[src/rtl/bank_switch_irq_mapper_assert.svh]
// assertion macros shared by the mapper rtl
// expects i_clk and i_rst_n in the scope of the module that uses them
`ifndef BANK_SWITCH_IRQ_MAPPER_ASSERT_SVH
`define BANK_SWITCH_IRQ_MAPPER_ASSERT_SVH

// checked on every clock edge outside reset
`define BSIM_ASSERT(lbl, prop, msg) \
    lbl: assert property (@(posedge i_clk) disable iff (!i_rst_n) prop) else $error(msg);

// checked on every clock edge, reset included
`define BSIM_ASSERT_ALWAYS(lbl, prop, msg) \
    lbl: assert property (@(posedge i_clk) prop) else $error(msg);

`endif

[src/rtl/bsim_pkg.sv]
// types, codes and register addresses of the bank switch irq mapper
// no dependencies
package bsim_pkg;

    localparam int unsigned CountW = 18;

    typedef enum logic [1:0] {
        ACT_WRITE = 2'd0,
        ACT_CYCLE = 2'd1,
        ACT_LINE  = 2'd2,
        ACT_NONE  = 2'd3
    } t_action;

    typedef enum logic [1:0] {
        KIND_NONE   = 2'd0,
        KIND_PRG    = 2'd1,
        KIND_CHR    = 2'd2,
        KIND_MIRROR = 2'd3
    } t_kind;

    // counter operation carried from the decoder to the irq unit
    typedef enum logic [3:0] {
        OP_NONE,
        OP_CTL,
        OP_RELOAD,
        OP_LATCH_HI,
        OP_LATCH_LO,
        OP_ALT_LOAD,
        OP_ALT_ENABLE,
        OP_CYCLE_TICK,
        OP_LINE_TICK
    } t_op;

    typedef struct packed {
        t_kind      kind;
        logic [2:0] slot;
        logic [7:0] bank;
        logic       mirror;
        t_op        op;
    } t_dec;

    localparam logic [15:0] ADDR_PRG0     = 16'h8000;
    localparam logic [15:0] ADDR_PRG1     = 16'hA000;
    localparam logic [15:0] ADDR_PRG2     = 16'hC000;
    localparam logic [15:0] ADDR_CHR      = 16'hB000;
    localparam logic [15:0] ADDR_CHR_MASK = 16'hFFF8;
    localparam logic [15:0] ADDR_MIR0     = 16'h9000;
    localparam logic [15:0] ADDR_MIR1     = 16'h9001;
    localparam logic [15:0] ADDR_IRQ_CTL  = 16'h9003;
    localparam logic [15:0] ADDR_IRQ_LOAD = 16'h9004;
    localparam logic [15:0] ADDR_IRQ_HI   = 16'h9005;
    localparam logic [15:0] ADDR_IRQ_LO   = 16'h9006;

    localparam logic [2:0] SLOT_PRG0 = 3'd4;
    localparam logic [2:0] SLOT_PRG1 = 3'd5;
    localparam logic [2:0] SLOT_PRG2 = 3'd6;

endpackage

[src/rtl/bsim_in_if.sv]
// input event channel of the mapper
// depends on nothing
interface bsim_in_if;
    logic        valid;
    logic        ready;
    logic [1:0]  action;
    logic [15:0] address;
    logic [7:0]  value;
    logic [7:0]  cycle_count;

    modport source (output valid, action, address, value, cycle_count, input ready);
    modport sink   (input valid, action, address, value, cycle_count, output ready);
endinterface

[src/rtl/bsim_out_if.sv]
// result channel of the mapper
// depends on nothing
interface bsim_out_if;
    logic       valid;
    logic       ready;
    logic [1:0] update_kind;
    logic [2:0] slot;
    logic [7:0] bank_number;
    logic       mirror_select;
    logic       irq_level;

    modport source (output valid, update_kind, slot, bank_number, mirror_select, irq_level,
                    input ready);
    modport sink   (input valid, update_kind, slot, bank_number, mirror_select, irq_level,
                    output ready);
endinterface

[src/rtl/bsim_cfg_if.sv]
// configuration write channel of the mapper, carries the mode bit
// depends on nothing
interface bsim_cfg_if;
    logic valid;
    logic ready;
    logic alt_mode;

    modport source (output valid, alt_mode, input ready);
    modport sink   (input valid, alt_mode, output ready);
endinterface

[src/rtl/bsim_decode.sv]
// decodes one event into a bank/mirroring update and a counter operation
// depends on bsim_pkg
module bsim_decode (
    input  logic              i_alt_mode,
    input  logic [1:0]        i_action,
    input  logic [15:0]       i_address,
    input  logic [7:0]        i_value,
    output bsim_pkg::t_dec    o_dec
);

    always_comb begin
        o_dec      = '0;
        o_dec.kind = bsim_pkg::KIND_NONE;
        o_dec.op   = bsim_pkg::OP_NONE;
        unique case (bsim_pkg::t_action'(i_action))
            bsim_pkg::ACT_WRITE: begin
                if (i_address == bsim_pkg::ADDR_PRG0) begin
                    o_dec.kind = bsim_pkg::KIND_PRG;
                    o_dec.slot = bsim_pkg::SLOT_PRG0;
                    o_dec.bank = i_value;
                end else if (i_address == bsim_pkg::ADDR_PRG1) begin
                    o_dec.kind = bsim_pkg::KIND_PRG;
                    o_dec.slot = bsim_pkg::SLOT_PRG1;
                    o_dec.bank = i_value;
                end else if (i_address == bsim_pkg::ADDR_PRG2) begin
                    o_dec.kind = bsim_pkg::KIND_PRG;
                    o_dec.slot = bsim_pkg::SLOT_PRG2;
                    o_dec.bank = i_value;
                end else if ((i_address & bsim_pkg::ADDR_CHR_MASK) == bsim_pkg::ADDR_CHR) begin
                    o_dec.kind = bsim_pkg::KIND_CHR;
                    o_dec.slot = i_address[2:0];
                    o_dec.bank = i_value;
                end else if (i_address == bsim_pkg::ADDR_MIR0 && !i_alt_mode) begin
                    o_dec.kind   = bsim_pkg::KIND_MIRROR;
                    o_dec.mirror = ~i_value[6];
                end else if (i_address == bsim_pkg::ADDR_MIR1 && i_alt_mode) begin
                    o_dec.kind   = bsim_pkg::KIND_MIRROR;
                    o_dec.mirror = i_value[7];
                end else if (i_address == bsim_pkg::ADDR_IRQ_CTL && !i_alt_mode) begin
                    o_dec.op = bsim_pkg::OP_CTL;
                end else if (i_address == bsim_pkg::ADDR_IRQ_LOAD && !i_alt_mode) begin
                    o_dec.op = bsim_pkg::OP_RELOAD;
                end else if (i_address == bsim_pkg::ADDR_IRQ_HI) begin
                    o_dec.op = i_alt_mode ? bsim_pkg::OP_ALT_LOAD : bsim_pkg::OP_LATCH_HI;
                end else if (i_address == bsim_pkg::ADDR_IRQ_LO) begin
                    o_dec.op = i_alt_mode ? bsim_pkg::OP_ALT_ENABLE : bsim_pkg::OP_LATCH_LO;
                end
            end
            bsim_pkg::ACT_CYCLE: begin
                if (!i_alt_mode) o_dec.op = bsim_pkg::OP_CYCLE_TICK;
            end
            bsim_pkg::ACT_LINE: begin
                if (i_alt_mode) o_dec.op = bsim_pkg::OP_LINE_TICK;
            end
            default: begin
                o_dec.op = bsim_pkg::OP_NONE;
            end
        endcase
    end

endmodule

[src/rtl/bsim_irq.sv]
// interrupt counter: enable, reload latch, 18-bit counter and irq line
// depends on bsim_pkg and bank_switch_irq_mapper_assert.svh
`include "bank_switch_irq_mapper_assert.svh"

module bsim_irq (
    input  logic                          i_clk,
    input  logic                          i_rst_n,
    input  logic                          i_fire,
    input  bsim_pkg::t_op                 i_op,
    input  logic [7:0]                    i_value,
    input  logic [7:0]                    i_cycles,
    output logic                          o_irq_next
);

    logic                         r_irq_enabled, n_irq_enabled;
    logic [bsim_pkg::CountW-1:0]  r_count, n_count;
    logic [15:0]                  r_latch, n_latch;
    logic                         r_irq_line, n_irq_line;
    logic                         w_count_le0;

    // signed count <= 0
    assign w_count_le0 = r_count[bsim_pkg::CountW-1] || (r_count == '0);

    always_comb begin
        n_irq_enabled = r_irq_enabled;
        n_count       = r_count;
        n_latch       = r_latch;
        n_irq_line    = r_irq_line;
        case (i_op)
            bsim_pkg::OP_CTL: begin
                n_irq_enabled = i_value[7];
                n_irq_line    = 1'b0;
            end
            bsim_pkg::OP_RELOAD:    n_count = {{(bsim_pkg::CountW-16){1'b0}}, r_latch};
            bsim_pkg::OP_LATCH_HI:  n_latch = {i_value, r_latch[7:0]};
            bsim_pkg::OP_LATCH_LO:  n_latch = {r_latch[15:8], i_value};
            bsim_pkg::OP_ALT_LOAD: begin
                n_count       = {{(bsim_pkg::CountW-8){1'b0}}, i_value[6:0], 1'b0};
                n_irq_enabled = |i_value;
                n_irq_line    = 1'b0;
            end
            bsim_pkg::OP_ALT_ENABLE: n_irq_enabled = 1'b1;
            bsim_pkg::OP_CYCLE_TICK: begin
                if (r_irq_enabled) begin
                    if (w_count_le0) n_irq_line = 1'b1;
                    else n_count = r_count - {{(bsim_pkg::CountW-8){1'b0}}, i_cycles};
                end
            end
            bsim_pkg::OP_LINE_TICK: begin
                if (r_irq_enabled) begin
                    if (r_count == '0) n_irq_line = 1'b1;
                    else n_count = r_count - {{(bsim_pkg::CountW-1){1'b0}}, 1'b1};
                end
            end
            default: ;
        endcase
    end

    assign o_irq_next = n_irq_line;

    always_ff @(posedge i_clk) begin
        if (!i_rst_n) begin
            r_irq_enabled <= 1'b0;
            r_count       <= '0;
            r_latch       <= '0;
            r_irq_line    <= 1'b0;
        end else if (i_fire) begin
            r_irq_enabled <= n_irq_enabled;
            r_count       <= n_count;
            r_latch       <= n_latch;
            r_irq_line    <= n_irq_line;
        end
    end

    `BSIM_ASSERT(a_ctl_clears_line, i_fire && i_op == bsim_pkg::OP_CTL |=> !r_irq_line, "irq line not cleared by control write")
    `BSIM_ASSERT(a_line_sticky, r_irq_line && !(i_fire && (i_op == bsim_pkg::OP_CTL || i_op == bsim_pkg::OP_ALT_LOAD)) |=> r_irq_line, "irq line dropped without a clearing write")
    `BSIM_ASSERT(a_idle_when_disabled, i_fire && !r_irq_enabled && (i_op == bsim_pkg::OP_CYCLE_TICK || i_op == bsim_pkg::OP_LINE_TICK) |=> $stable(r_count) && $stable(r_irq_line), "disabled counter changed on a tick")

endmodule

[src/rtl/bank_switch_irq_mapper.sv]
// top level of the bank switch irq mapper: input register, decode, counter, result register
// depends on bsim_pkg, the channel interfaces, bsim_decode, bsim_irq and the assert header
//
// usage:
//   i_in carries one event per transaction: a cpu register write, a cpu cycle tick
//   (with its cycle count) or a scanline tick. every accepted event gives exactly one
//   result transaction on o_out with the bank/mirroring update and the irq line level.
//   i_cfg writes the mode bit (0 cycle counter with latch, 1 scanline counter); it is
//   always ready and should only be written while no event is in flight.
// timing:
//   an accepted event is held in the input register and moves on to the output register
//   when that is free; o_out.valid then rises and the result can be taken. one event
//   per cycle is taken sustained while o_out.ready stays high; the counter update is a
//   single 18-bit subtract or load done between the two registers.
// reset:
//   synchronous active low; empties both registers, clears mode, enable, counter,
//   reload latch and irq line.
// stalls:
//   while o_out.ready is low the result holds and the input register keeps one more
//   event; i_in.ready drops only when both are full.
`include "bank_switch_irq_mapper_assert.svh"

module bank_switch_irq_mapper (
    input  logic          i_clk,
    input  logic          i_rst_n,
    bsim_in_if.sink       i_in,
    bsim_cfg_if.sink      i_cfg,
    bsim_out_if.source    o_out
);

    logic                r_alt_mode;
    logic                r_in_valid;
    logic [1:0]          r_in_action;
    logic [15:0]         r_in_address;
    logic [7:0]          r_in_value;
    logic [7:0]          r_in_cycles;
    logic                r_out_valid;
    bsim_pkg::t_kind     r_kind;
    logic [2:0]          r_slot;
    logic [7:0]          r_bank;
    logic                r_mirror;
    logic                r_irq;
    logic                w_out_free;
    logic                w_advance;
    logic                w_in_take;
    logic                w_irq_next;
    bsim_pkg::t_dec      w_dec;

    assign w_out_free = !r_out_valid || o_out.ready;
    assign w_advance  = r_in_valid && w_out_free;
    assign i_in.ready = !r_in_valid || w_advance;
    assign w_in_take  = i_in.valid && i_in.ready;
    assign i_cfg.ready = 1'b1;

    bsim_decode u_decode (
        .i_alt_mode (r_alt_mode),
        .i_action   (r_in_action),
        .i_address  (r_in_address),
        .i_value    (r_in_value),
        .o_dec      (w_dec)
    );

    bsim_irq u_irq (
        .i_clk      (i_clk),
        .i_rst_n    (i_rst_n),
        .i_fire     (w_advance),
        .i_op       (w_dec.op),
        .i_value    (r_in_value),
        .i_cycles   (r_in_cycles),
        .o_irq_next (w_irq_next)
    );

    always_ff @(posedge i_clk) begin
        if (!i_rst_n) begin
            r_alt_mode  <= 1'b0;
            r_in_valid  <= 1'b0;
            r_out_valid <= 1'b0;
        end else begin
            if (i_cfg.valid) r_alt_mode <= i_cfg.alt_mode;
            if (i_in.ready) r_in_valid <= i_in.valid;
            if (w_out_free) r_out_valid <= r_in_valid;
        end
    end

    always_ff @(posedge i_clk) begin
        if (w_in_take) begin
            r_in_action  <= i_in.action;
            r_in_address <= i_in.address;
            r_in_value   <= i_in.value;
            r_in_cycles  <= i_in.cycle_count;
        end
        if (w_advance) begin
            r_kind   <= w_dec.kind;
            r_slot   <= w_dec.slot;
            r_bank   <= w_dec.bank;
            r_mirror <= w_dec.mirror;
            r_irq    <= w_irq_next;
        end
    end

    assign o_out.valid         = r_out_valid;
    assign o_out.update_kind   = r_kind;
    assign o_out.slot          = r_slot;
    assign o_out.bank_number   = r_bank;
    assign o_out.mirror_select = r_mirror;
    assign o_out.irq_level     = r_irq;

    `BSIM_ASSERT(a_in_held, r_in_valid && !w_out_free |=> r_in_valid && $stable(r_in_address), "pending event lost while output stalled")
    `BSIM_ASSERT(a_none_is_zero, r_out_valid && r_kind == bsim_pkg::KIND_NONE |-> r_slot == 3'd0 && r_bank == 8'd0 && !r_mirror, "empty update carries nonzero fields")
    `BSIM_ASSERT(a_prg_slot, r_out_valid && r_kind == bsim_pkg::KIND_PRG |-> r_slot == bsim_pkg::SLOT_PRG0 || r_slot == bsim_pkg::SLOT_PRG1 || r_slot == bsim_pkg::SLOT_PRG2, "program update to a bad slot")

endmodule

[src/flat_wrapper.sv]
// flat-port wrapper written by rule: the top's interface ports become plain ports
module bank_switch_irq_mapper_flat 
  (i_clk, i_rst_n, i_in_valid, i_in_action, i_in_address, i_in_value, i_in_cycle_count, i_in_ready, i_cfg_valid, i_cfg_alt_mode, i_cfg_ready, o_out_valid, o_out_update_kind, o_out_slot, o_out_bank_number, o_out_mirror_select, o_out_irq_level, o_out_ready);
  bsim_in_if i_in_i ();
  bsim_cfg_if i_cfg_i ();
  bsim_out_if o_out_i ();
  input  logic i_clk;
  input  logic i_rst_n;
  input wire logic [$bits(i_in_i.valid)-1:0] i_in_valid;
  input wire logic [$bits(i_in_i.action)-1:0] i_in_action;
  input wire logic [$bits(i_in_i.address)-1:0] i_in_address;
  input wire logic [$bits(i_in_i.value)-1:0] i_in_value;
  input wire logic [$bits(i_in_i.cycle_count)-1:0] i_in_cycle_count;
  output wire logic [$bits(i_in_i.ready)-1:0] i_in_ready;
  input wire logic [$bits(i_cfg_i.valid)-1:0] i_cfg_valid;
  input wire logic [$bits(i_cfg_i.alt_mode)-1:0] i_cfg_alt_mode;
  output wire logic [$bits(i_cfg_i.ready)-1:0] i_cfg_ready;
  output wire logic [$bits(o_out_i.valid)-1:0] o_out_valid;
  output wire logic [$bits(o_out_i.update_kind)-1:0] o_out_update_kind;
  output wire logic [$bits(o_out_i.slot)-1:0] o_out_slot;
  output wire logic [$bits(o_out_i.bank_number)-1:0] o_out_bank_number;
  output wire logic [$bits(o_out_i.mirror_select)-1:0] o_out_mirror_select;
  output wire logic [$bits(o_out_i.irq_level)-1:0] o_out_irq_level;
  input wire logic [$bits(o_out_i.ready)-1:0] o_out_ready;
  assign i_in_i.valid = i_in_valid;
  assign i_in_i.action = i_in_action;
  assign i_in_i.address = i_in_address;
  assign i_in_i.value = i_in_value;
  assign i_in_i.cycle_count = i_in_cycle_count;
  assign i_in_ready = i_in_i.ready;
  assign i_cfg_i.valid = i_cfg_valid;
  assign i_cfg_i.alt_mode = i_cfg_alt_mode;
  assign i_cfg_ready = i_cfg_i.ready;
  assign o_out_valid = o_out_i.valid;
  assign o_out_update_kind = o_out_i.update_kind;
  assign o_out_slot = o_out_i.slot;
  assign o_out_bank_number = o_out_i.bank_number;
  assign o_out_mirror_select = o_out_i.mirror_select;
  assign o_out_irq_level = o_out_i.irq_level;
  assign o_out_i.ready = o_out_ready;
  bank_switch_irq_mapper u_core (.i_clk(i_clk), .i_rst_n(i_rst_n), .i_in(i_in_i), .i_cfg(i_cfg_i), .o_out(o_out_i));
endmodule
[config.mk]
export PLATFORM = sky130hd
export DESIGN_NAME = bank_switch_irq_mapper_flat
export DESIGN_NICKNAME = d
export VERILOG_FILES = /design/src/rtl/bsim_pkg.sv /design/src/rtl/bsim_in_if.sv /design/src/rtl/bsim_out_if.sv /design/src/rtl/bsim_cfg_if.sv /design/src/rtl/bsim_decode.sv /design/src/rtl/bsim_irq.sv /design/src/rtl/bank_switch_irq_mapper.sv /design/src/flat_wrapper.sv
export VERILOG_INCLUDE_DIRS = /design/src /design/src/rtl
export SDC_FILE = /design/constraint.sdc
export NUM_CORES = 1
export LEC_CHECK = 0
export BUFFER_PORTS_ARGS = -buffer_cell sky130_fd_sc_hd__buf_2
export CAP_MARGIN = 20
export CORE_ASPECT_RATIO = 1.2
export CORE_MARGIN = 2
export CORE_UTILIZATION = 30
export CTS_CLUSTER_DIAMETER = 80
export CTS_CLUSTER_SIZE = 16
export DETAILED_ROUTE_END_ITERATION = 12
export PLACE_DENSITY = 0.51
export SETUP_SLACK_MARGIN = 0.4
export SYNTH_ARGS = -nofsm -noshare
export SYNTH_HDL_FRONTEND = slang
export SYNTH_SLANG_ARGS = --single-unit
[constraint.sdc]
create_clock -name i_clk -period 3.7 [get_ports i_clk]
set_input_delay 0.555 -clock i_clk [delete_from_list [all_inputs] [get_ports i_clk]]
set_output_delay 0.555 -clock i_clk [all_outputs]
set_load 0.005 [all_outputs]
==> results of run 1 <==
==> where the power goes <==
| part | leakage, nW | internal, mW | switching (mW) |
|---|---|---|---|
| combinational | 0.927 | 0.0823 | 0.112 |
| sequential | 0.780 | 1.07 | 0.0353 |
| clock | 0.147 | 0.527 | 0.380 |
==> cells in the final DEF (no fill, tap or decap), drive strengths merged, types with 8 or more instances in the layout <==
cell type / n
a31oi: 8
nor3: 10
o21ai: 16
dfxtp: 39
nand2: 28
and2: 13
nor2: 47
edfxtp: 49
ha: 8
clkbuf: 10
mux2i: 18
a21oi: 17
nor4: 11
inv: 10
buf: 64
a211oi: 9
==> state kept, by name (all words and copies together) (netlist names) <==
register                    flops
u_core.u_irq.r_latch           16
u_core.r_alt_mode               1
u_core.r_in_cycles              8
u_core.u_irq.r_count           18
u_core.r_in_action              2
u_core.o_out.mirror_select      1
u_core.u_irq.r_irq_line         1
u_core.o_out.bank_number        8
u_core.o_out.slot               3
u_core.r_in_valid               1
u_core.o_out.update_kind        2
u_core.o_out.valid              1
u_core.u_irq.r_irq_enabled      1
u_core.r_in_address            16
u_core.r_in_value               8
u_core.o_out.irq_level          1
==> final timing paths <==
check	from	end	slack (ns)
worst max-delay path	u_core.r_alt_mode$_SDFFE_PN0P_	u_core.u_irq.r_count[12]$_SDFFE_PN0P_	0.64
worst min-delay path	i_in_value[4]	u_core.r_in_value[4]$_DFFE_PP_	0.39
worst max register to register	u_core.r_alt_mode$_SDFFE_PN0P_	u_core.u_irq.r_count[12]$_SDFFE_PN0P_	0.64
worst min register to register	u_core.u_irq.r_count[11]$_SDFFE_PN0P_	u_core.u_irq.r_count[11]$_SDFFE_PN0P_	0.48
==> cells by family after synthesis <==
logic type / count (synthesis) / synth area share [%]
buffers and inverters: 27 / 3.32
other: 1 / 0.0873
AOI/OAI and AO/OA: 98 / 17.1
DFF: 88 / 52.4
and+or+nand+nor: 147 / 19.0
xor gates and xnor gates: 4 / 0.815
muxes: 19 / 4.45
adders and majority gates: 9 / 2.79
==> per-stage QoR <==
step | utilization, % | cells | power [mW] | cell area [um^2]
floorplan | - | 393 | 1.25 | 4300
global placement | 34.3 | 610 | 1.32 | 4760
detailed placement | 34.3 | 610 | 1.32 | 4760
CTS | 36.4 | 626 | 2.23 | 5050
global route | 36.5 | 626 | 2.30 | 5060
finish | 36.5 | 626 | 2.21 | 5060
==> worst register-to-register path: cells and delay by family, from the launching register on <==
family,cells,cell delay [ns]
AOI/OAI and AO/OA,3,0.71
DFF,1,0.60
and+or+nand+nor,4,0.74
adders and majority gates,2,0.41
muxes,1,0.35
buffers and inverters,1,0.18
==> area by class of cell <==
cell class | count | share of cell area [%]
Tap cell | 171 | 4.23
Sequential cell | 88 | 44.5
Timing Repair Buffer | 64 | 6.97
Multi-Input combinational cell | 278 | 37.8
Clock buffer | 10 | 4.52
Inverter | 9 | 0.667
Clock inverter | 6 | 1.31
==> cells in the mapped netlist (3+ instances only) <==
master / count / area, um^2
inv_1: 8 / 30.0
nor2b_1: 5 / 31.3
o211ai_2: 3 / 37.5
nor4_4: 3 / 63.8
o21a_1: 6 / 45.0
nor3_1: 10 / 50.1
a211oi_1: 7 / 52.6
a31oi_1: 8 / 50.1
nor4_1: 7 / 43.8
nor2_1: 47 / 176
or3_1: 3 / 18.8
buf_4: 3 / 22.5
ha_1: 8 / 100
mux2i_1: 18 / 180
xnor2_1: 3 / 26.3
a21oi_1: 15 / 75.1
o22ai_1: 3 / 18.8
dfxtp_1: 39 / 781
a21boi_0: 3 / 22.5
a32oi_1: 4 / 35.0
nand2_1: 28 / 105
o31ai_1: 4 / 30.0
edfxtp_1: 49 / 1470
nand2b_1: 6 / 37.5
o21ai_0: 15 / 75.1
clkbuf_1: 8 / 30.0
nand3_1: 6 / 30.0
buf_2: 5 / 25.0
a221oi_1: 6 / 52.6
and2_1: 13 / 81.3
==> per-layer routing <==
metal	wire (um)	share of wire [%]	vias up
met4	245	2.5	0
met1	4530	46	1512
met3	426	4.3	21
met5	0	0	-
met2	4730	48	94
li1	-	-	1599
==> results.md, run 1 <==
* Starting Density at 31.0%
* Clock Latency Late Sink at 0.34 ns
* Hold buffers post-CTS at 0
* Remaining DRCs at 4
* Layout fillers at 1396
* Row Count at 47
* CTS sink cnt at 88
* Port-buffer cells at 56
* Leak Pwr at 1.85 nW
* Mean post-synth cell area at 10.9 um^2
* Power Density at 436 nW/um^2
* Minimum clock period at 3.06 ns
* Final hold vios at 0
* Rel. slew slack at 49.4%
* CP Buf/Inv Count at 1
* Share of cells above drive strength 1 at 22.9%
* Path depth of the worst reg2reg path at 11
* First-pass GRT wire length at 16500 um
* RSZ-0062 raised after global routing: false
* Global Route met2 Usage at 22.7%
* Crit-path slowest cell: dfxtp_1
* Largest net degree at the start of global routing at 36
* Post-DRT Antenna Nets at 0
* Ant. Diodes at 0
* First-pass DRT Iterations at 8
* Area growth syn-to-layout at 17.8%
* Io pins at 58
* Initial antenna violation count at 0
* Multi-input gate area at 1910 um^2
* # H-tree levels at 3
* Setup ws final at 0.636 ns
* GPL Wtd Cong at 0.874
* CTS resizes at 0
* CTS tree: built
* Syn Nets at 442
* Crit path DAT at 3.33 ns
* Post-Place Worst Slack at 0.620 ns
* GRT Util Overall at 13.8%
* EDFF count, synth at 49
* Hold path depth at 1
* Die Ht at 135 um
* Ys Warns at 0
* Layout Nets at 499
* Detailed Route WL at 9930 um
* Iteration-0 DRC Markers at 187
* Violated checks: design-rule violations
* CP peak stage delay at 0.60 ns
* Drt wl/cell at 15.9 um
* Worst-case clock buffer depth at 2
* Gr ovfl total at 0
* Worst hold slack at 0.388 ns
* Netlist cell types at 68
* Die width at 113 um
* Vias in the first global route at 3219
* Setup violations, final at 0
* Skew final at 0.00683 ns
* Root Driver: clkbuf_16
* Crit path launch type: register
* Post-synthesis async set-or-reset flop share at 0%
* Status: complete, but fails checks
* Synthesized instance count at 393
* Worst hold path class: in2reg
* CP Max Fanout at 13
* Yosys reg bits at 88
* Critical path class: reg2reg
* Grt met1 use at 17.6%
* CTS buffer count at 9
* CP Depth at 11
* Vias per Instance at 5.15
* CP top delay family: simple AND/OR/NAND/NOR gates
* Achievable clock frequency at 326 MHz
* Total Neg Setup Slack at 0 ns
* Die ar. at 15300 um^2
* Peak VDD IR at 173 uV
* Grt peak-use layer: met2
* Synth Flop Type: edfxtp_1
* Met3 GRT Util at 2.51%
* Via count at 3226
* Crit-path cells: nand3b_1 > nand2b_1 > ha_1 > fa_1 > nor2b_1 > o31a_1 > o41ai_2 > buf_4 > and2_1 > mux2_2 > a31oi_1
* Register area at 2250 um^2
* Postcts setup bufs at 0
* Worst setup EP type: register
* Seq/Total Area, Yosys at 52.4%
* Least-Margin Pin Slew at 0.753 ns
* Pins over their slew limit at 0
* Final period util at 82.8%
* Max cap viols at 0
* Syn Std Cell Area at 4300 um^2
* HPWL after DPL at 7340 um
* Worst-path clk slew at 0.06 ns
* Core Region at 13900 um^2
* Required @ worst endpoint at 3.97 ns
Power figures use the tool's default switching activity.
==> run 2, diff against run 1 <==
--- a/config.mk
+++ b/config.mk
@@ -14,7 +14,7 @@
 export CTS_CLUSTER_DIAMETER = 80
 export CTS_CLUSTER_SIZE = 16
 export DETAILED_ROUTE_END_ITERATION = 12
-export PLACE_DENSITY = 0.51
+export PLACE_DENSITY = 0.53
 export SETUP_SLACK_MARGIN = 0.4
 export SYNTH_ARGS = -nofsm -noshare
 export SYNTH_HDL_FRONTEND = slang
==> constraint.sdc (replaced) <==
create_clock -name i_clk -period 2.5 [get_ports i_clk]
set_input_delay 0.375 -clock i_clk [delete_from_list [all_inputs] [get_ports i_clk]]
set_output_delay 0.375 -clock i_clk [all_outputs]
set_load 0.005 [all_outputs]
==> run 2 against run 1 <==
Compared with the run above:
- the run ends with design-rule violations, negative setup slack left
- worst hold slack worse by 0.19 ns
- total power up 54%
- die area is the same
- sequential share of layout area fell by 6.1 points
- cell count is 8.9% higher
- clock skew rose by 0.0011 ns
- first-iteration DRC count is 21% lower
- sequential cell count did not move
- fmax increased by 17%
- final area grew 16%
- core utilization increased by 5.7 points
- critical endpoint unchanged
- largest power group unchanged
==> results.md, run 2 (same netlist as run 1, synthesis figures left out) <==
* Die Ht at 135 um
* Max FFs per register at 18
* First-pass GRT wire length at 17800 um
* GPL Wtd Cong at 0.900
* Crit path from: u_core.r_in_action[0]$_DFFE_PP_
* Hold Crit Start: i_in_address[9]
* Final period util at 105%
* CP Buf/Inv Count at 2
* Commonest cells after routing, fill and taps aside: 57 x buf_2, 49 x edfxtp_1, 46 x buf_4, 44 x nor2_1, 39 x dfxtp_1
* Worst-path clk slew at 0.07 ns
* Crit-path cells: nand3b_1 > buf_4 > buf_4 > nand2_1 > ha_2 > o21a_1 > o31a_1 > o41ai_4 > and2_4 > mux2_4 > a31oi_1
* Biggest regs: u_core.u_irq.r_count: 18 flops, u_core.r_in_address: 16 flops, u_core.u_irq.r_latch: 16 flops
* Biggest register: u_core.u_irq.r_count
* Remaining DRCs at 3
* Skew final at 0.00793 ns
* Worst setup EP type: register
* Final hold vios at 0
* Vias per Instance at 5.15
* Via count at 3510
* Least-Margin Pin Slew at 0.822 ns
* Vias in the first global route at 3468
* CP peak stage delay at 0.37 ns
* Worst hold path class: in2reg
* Rel. slew slack at 45.2%
* Reg2Reg Launch Point: u_core.r_in_action[0]$_DFFE_PP_
* Largest net degree at the start of global routing at 36
* Total Neg Setup Slack at -0.423 ns
* Peak VDD IR at 310 uV
* Starting Density at 31.0%
* Layout fillers at 1348
* CTS buffer count at 9
* Commonest non-fill, non-tap cell in the layout: buf_2
* Required @ worst endpoint at 2.77 ns
* WHS Endpoint: u_core.r_in_address[9]$_DFFE_PP_
* Root Driver: clkbuf_16
* CTS sink cnt at 88
* Share of cells above drive strength 1 at 39.7%
* Port-buffer cells at 56
* Gr ovfl total at 0
* Max cap viols at 0
* Setup violations, final at 6
* Die ar. at 15300 um^2
* Die width at 113 um
* Post-DRT Antenna Nets at 0
* Violated checks: design-rule violations, negative setup slack
* Io pins at 58
* RSZ-0062 raised after global routing: true
* Power Density at 582 nW/um^2
* GRT Util Overall at 14.8%
* Row Count at 47
* HPWL after DPL at 7720 um
* # H-tree levels at 3
* Critical path class: reg2reg
* Iteration-0 DRC Markers at 148
* Worst-case clock buffer depth at 2
* Leak Pwr at 2.27 nW
* Hold path depth at 1
* Crit-path slowest cell: edfxtp_1
* Clock Latency Late Sink at 0.34 ns
* Drt wl/cell at 16.3 um
* Achievable clock frequency at 382 MHz
* Status: complete, but fails checks
* Tot Pwr at 3.41 mW
* Layout Nets at 555
* Initial antenna violation count at 0
* Minimum clock period at 2.62 ns
* Crit path DAT at 2.88 ns
* Core Region at 13900 um^2
* Most common cell on crit path: buf_4
* Pins over their slew limit at 0
* Path depth of the worst reg2reg path at 11
* CTS tree: built
* First-pass DRT Iterations at 9
* Crit path launch type: register
* RR Endpoint: u_core.u_irq.r_count[12]$_SDFFE_PN0P_
* Ant. Diodes at 0
* CP top delay family: compound AO/OA/AOI/OAI gates
* Setup ws final at -0.116 ns
* Area growth syn-to-layout at 36.3%
* CP Max Fanout at 5
* R2r setup slk at -0.12 ns
* Detailed Route WL at 11100 um
==> run 2: cell count changes in the layout (fill, tap and decap cells not counted), moves of 4 or more <==
cell      delta
a221oi_1     -4
a211oi_1     -6
buf_4       +39
a211oi_2     +5
ha_1         -4
and2_4       +7
buf_6       +12
and2_1       -7
ha_2         +4
==> run 2: final cells by class <==
type | count | area (um^2) | area share (%)
sequential | 88 | 2250 | 38.4
inverter | 9 | 33.8 | 0.577
multi-input combinational | 278 | 2170 | 37.1
tap | 171 | 214 | 3.65
clock buffer | 11 | 243 | 4.14
clock inverter | 5 | 62.6 | 1.07
timing repair buffer | 120 | 881 | 15.0
==> run 2: worst register-to-register path: stages (launching register included) <==
cell      delay, ns
edfxtp_1       0.37
nand3b_1       0.30
buf_4          0.22
buf_4          0.14
nand2_1        0.07
ha_2           0.28
o21a_1         0.11
o31a_1         0.14
o41ai_4        0.25
and2_4         0.22
mux2_4         0.29
a31oi_1        0.16
==> run 2: how the worst max path moves through the flow <==
stage	depth (start not counted)	to	slack (ns)
6_report	11	u_core.u_irq.r_count[12]$_SDFFE_PN0P_	-0.12
3_5_place_dp	10	u_core.u_irq.r_count[12]$_SDFFE_PN0P_	-0.23
3_3_place_gp	10	u_core.u_irq.r_count[12]$_SDFFE_PN0P_	-0.08
5_1_grt	10	u_core.u_irq.r_count[12]$_SDFFE_PN0P_	-0.29
4_1_cts	10	u_core.u_irq.r_count[12]$_SDFFE_PN0P_	-0.15
2_1_floorplan	10	u_core.u_irq.r_count[12]$_SDFFE_PN0P_	-0.12
==> run 2: routing by layer <==
layer / wire length (um) / track usage, % / vias up
met5: 0 / 0 / -
met4: 350 / 7.45 / 0
met3: 341 / 2.47 / 24
met2: 5640 / 24.9 / 84
met1: 4760 / 18.5 / 1699
li1: - / - / 1703
==> run 2: timing repair <==
action	CTS	global route
gates resized for setup	30	42
setup buffers	13	5
hold buffers	0	0
endpoints found under the setup margin	27	47
cloned	3	0
pin swaps	13	10
hold endpoints to repair	0	0
==> run 2: report_power, final <==
part | total (mW) | internal, mW | switching [mW]
clock network | 1.38 | 0.812 | 0.567
registers | 1.63 | 1.59 | 0.0418
logic | 0.404 | 0.189 | 0.215
==> run 2: metrics by stage <==
stage          utilization [%]  instance area (um^2)  cells  worst slack [ns]  hold slack, ns
5_1_grt                   42.2                  5860    682            -0.286           0.187
2_1_floorplan                -                  4330    393            -0.118           0.448
3_3_place_gp              36.6                  5080    645           -0.0769           0.473
6_report                  42.2                  5860    682            -0.116           0.202
3_5_place_dp              36.6                  5080    645            -0.227           0.477
4_1_cts                   40.7                  5650    677            -0.147           0.188
==> run 3, diff against run 2 <==
--- a/config.mk
+++ b/config.mk
@@ -8,14 +8,12 @@
 export LEC_CHECK = 0
 export BUFFER_PORTS_ARGS = -buffer_cell sky130_fd_sc_hd__buf_2
 export CAP_MARGIN = 20
-export CORE_ASPECT_RATIO = 1.2
 export CORE_MARGIN = 2
 export CORE_UTILIZATION = 30
 export CTS_CLUSTER_DIAMETER = 80
 export CTS_CLUSTER_SIZE = 16
 export DETAILED_ROUTE_END_ITERATION = 12
 export PLACE_DENSITY = 0.53
-export SETUP_SLACK_MARGIN = 0.4
 export SYNTH_ARGS = -nofsm -noshare
 export SYNTH_HDL_FRONTEND = slang
 export SYNTH_SLANG_ARGS = --single-unit
==> run 3 against run 2 <==
Compared with the run above:
- the run ends with negative setup slack left
- final area fell by 6.8%
- die area hardly changed
- non-clock buffer count shrank 24
- count of clock-buffer cells in the layout down 1
- core utilization decreased by 3.0 points
- sequential power barely moved
- total power is 0.67% lower
- critical endpoint unchanged
- largest cell class unchanged
==> results.md, run 3 (same netlist as run 1, synthesis figures left out) <==
* Worst hold slack at 0.197 ns
* HPWL after DPL at 7620 um
* Max FFs per register at 18
* Commonest cells after routing, fill and taps aside: 56 x buf_2, 49 x edfxtp_1, 46 x nor2_1, 39 x dfxtp_1, 35 x buf_4
* Minimum clock period at 2.70 ns
* Die width at 124 um
* Hold path depth at 1
* CTS sink cnt at 88
* Comb pwr share at 10.3%
* Io pins at 58
* Multi-input gate area at 2010 um^2
* Leak Pwr at 2.07 nW
* Rel. slew slack at 54.8%
* Detailed Route WL at 10300 um
* Int Pwr at 2.56 mW
* Register area at 2250 um^2
* RR Endpoint: u_core.u_irq.r_count[12]$_SDFFE_PN0P_
* Achievable clock frequency at 371 MHz
* CP Max Fanout at 5
* Worst hold path class: in2reg
* Vias in the first global route at 3234
* Iteration-0 DRC Markers at 215
* Row Count at 43
* Crit path DAT at 2.97 ns
* Switching share of power at 24.4%
* Drt wl/cell at 15.5 um
* Dpl cells at 646
* Largest net degree at the start of global routing at 36
* Gr ovfl total at 0
* Core Region at 13900 um^2
* Final hold vios at 0
* Vias per Instance at 4.97
* Ant. Diodes at 0
* Die Ht at 124 um
* Area growth syn-to-layout at 27.0%
* Power share of the sequential group at 48.1%
* Setup violations, final at 10
* Pins over their slew limit at 0
* CTS buffer count at 9
* Remaining DRCs at 0
* Share of cells above drive strength 1 at 31.4%
* Status: complete, but fails checks
* Clock Latency Late Sink at 0.35 ns
* GPL Wtd Cong at 0.879
* Peak VDD IR at 312 uV
* WHS Endpoint: u_core.r_in_value[1]$_DFFE_PP_
* Switching pwr at 0.827 mW
* Reg2Reg Launch Point: u_core.r_in_action[0]$_DFFE_PP_
* RSZ-0062 raised after global routing: true
* Clock Power Share at 41.6%
* Commonest non-fill, non-tap cell in the layout: buf_2
* Non-Filler Instances at 667
* Critical path class: reg2reg
* Initial antenna violation count at 0
* Required @ worst endpoint at 2.78 ns
* Layout Nets at 531
* Final period util at 108%
* Crit path launch type: register
* First-pass GRT wire length at 16400 um
* Die ar. at 15300 um^2
* Via count at 3315
* Path depth of the worst reg2reg path at 10
* Least-Margin Pin Slew at 0.679 ns
* GRT Util Overall at 14.1%
* R2r setup slk at -0.20 ns
* Setup ws final at -0.197 ns
* Starting Density at 30.8%
* Worst-case clock buffer depth at 2
* Root Driver: clkbuf_16
* First-pass DRT Iterations at 4
* Violated checks: negative setup slack
* Port-buffer cells at 56
* Power Density at 620 nW/um^2
* CTS tree: built
* Biggest regs: u_core.u_irq.r_count: 18 flops, u_core.r_in_address: 16 flops, u_core.u_irq.r_latch: 16 flops
* Worst-path clk slew at 0.07 ns
* Max cap viols at 0
* Hold Crit Start: i_in_value[1]
* # H-tree levels at 3
* Layout fillers at 1384
* Post-DRT Antenna Nets at 0
* Skew final at 0.00695 ns
* Biggest register: u_core.u_irq.r_count
* Worst setup EP type: register
[run 3: cell count changes in the layout (fill, tap and decap cells not counted), moves of 4 or more]
cell	change
and2_4	-6
buf_4	-11
a211oi_1	+5
buf_6	-9
a211oi_2	-4
and2_1	+6
[run 3: how the worst max path moves through the flow]
stage	startpoint	end	depth (start not counted)
2_1_floorplan	u_core.r_in_action[0]$_DFFE_PP_	u_core.u_irq.r_count[12]$_SDFFE_PN0P_	10
3_3_place_gp	u_core.r_in_action[0]$_DFFE_PP_	u_core.u_irq.r_count[12]$_SDFFE_PN0P_	10
3_5_place_dp	u_core.r_in_action[0]$_DFFE_PP_	u_core.u_irq.r_count[12]$_SDFFE_PN0P_	10
4_1_cts	u_core.r_in_action[0]$_DFFE_PP_	u_core.u_irq.r_count[12]$_SDFFE_PN0P_	10
5_1_grt	u_core.r_in_action[0]$_DFFE_PP_	u_core.u_irq.r_count[14]$_SDFFE_PN0P_	11
6_report	u_core.r_in_action[0]$_DFFE_PP_	u_core.u_irq.r_count[12]$_SDFFE_PN0P_	10
[run 3: layout make-up]
| class | count | area share, % |
|---|---|---|
| inverters | 9 | 0.619 |
| flip-flops and latches | 88 | 41.3 |
| repair buffers | 96 | 11.4 |
| clock inverters | 6 | 1.33 |
| clock buffers | 10 | 4.38 |
| multi-input cells | 278 | 36.9 |
| well taps | 180 | 4.13 |
[run 3: power by group through the flow]
stage	registers, mW	clock network (mW)	logic, mW
after floorplan	1.65	0	0.206
after detailed placement	1.66	0	0.327
after global routing	1.63	1.49	0.386
final	1.63	1.41	0.349
after CTS	1.63	1.44	0.333
after global placement	1.66	0	0.323
[run 3: critical path, stage by stage (launching register included)]
cell and delay, ns:
edfxtp_1 0.40, nand3b_1 0.30, nand2b_1 0.15, ha_2 0.20
fa_2 0.21, nor2b_2 0.05, o31a_1 0.32, o41ai_4 0.33
and2_4 0.21, mux2_2 0.32, a31oi_1 0.12
[run 3: what timing repair did]
action / CTS / global route
hold buffers: 0 / 0
cloned: 0 / 1
endpoints found under the setup margin: 11 / 17
pin swaps: 3 / 21
setup buffers: 2 / 3
gates resized for setup: 3 / 21
[run 3: per-stage QoR]
step	cell area [um^2]	utilization (%)	worst slack [ns]	total power [mW]	TNS, ns
2_1_floorplan	4310	-	-0.121	1.85	-0.169
3_3_place_gp	4980	35.8	-0.0290	1.98	-0.0290
3_5_place_dp	4980	35.8	-0.135	1.99	-0.311
4_1_cts	5320	38.2	-0.136	3.40	-0.532
5_1_grt	5460	39.2	-0.383	3.51	-2.55
6_report	5460	39.2	-0.197	3.39	-1.00
[run 3: per-layer routing]
| layer | global-route usage, % | share of wire (%) |
|---|---|---|
| met5 | 0 | 0 |
| met4 | 6.04 | 2.0 |
| met3 | 2.34 | 3.9 |
| met2 | 23.1 | 47 |
| met1 | 18.5 | 47 |
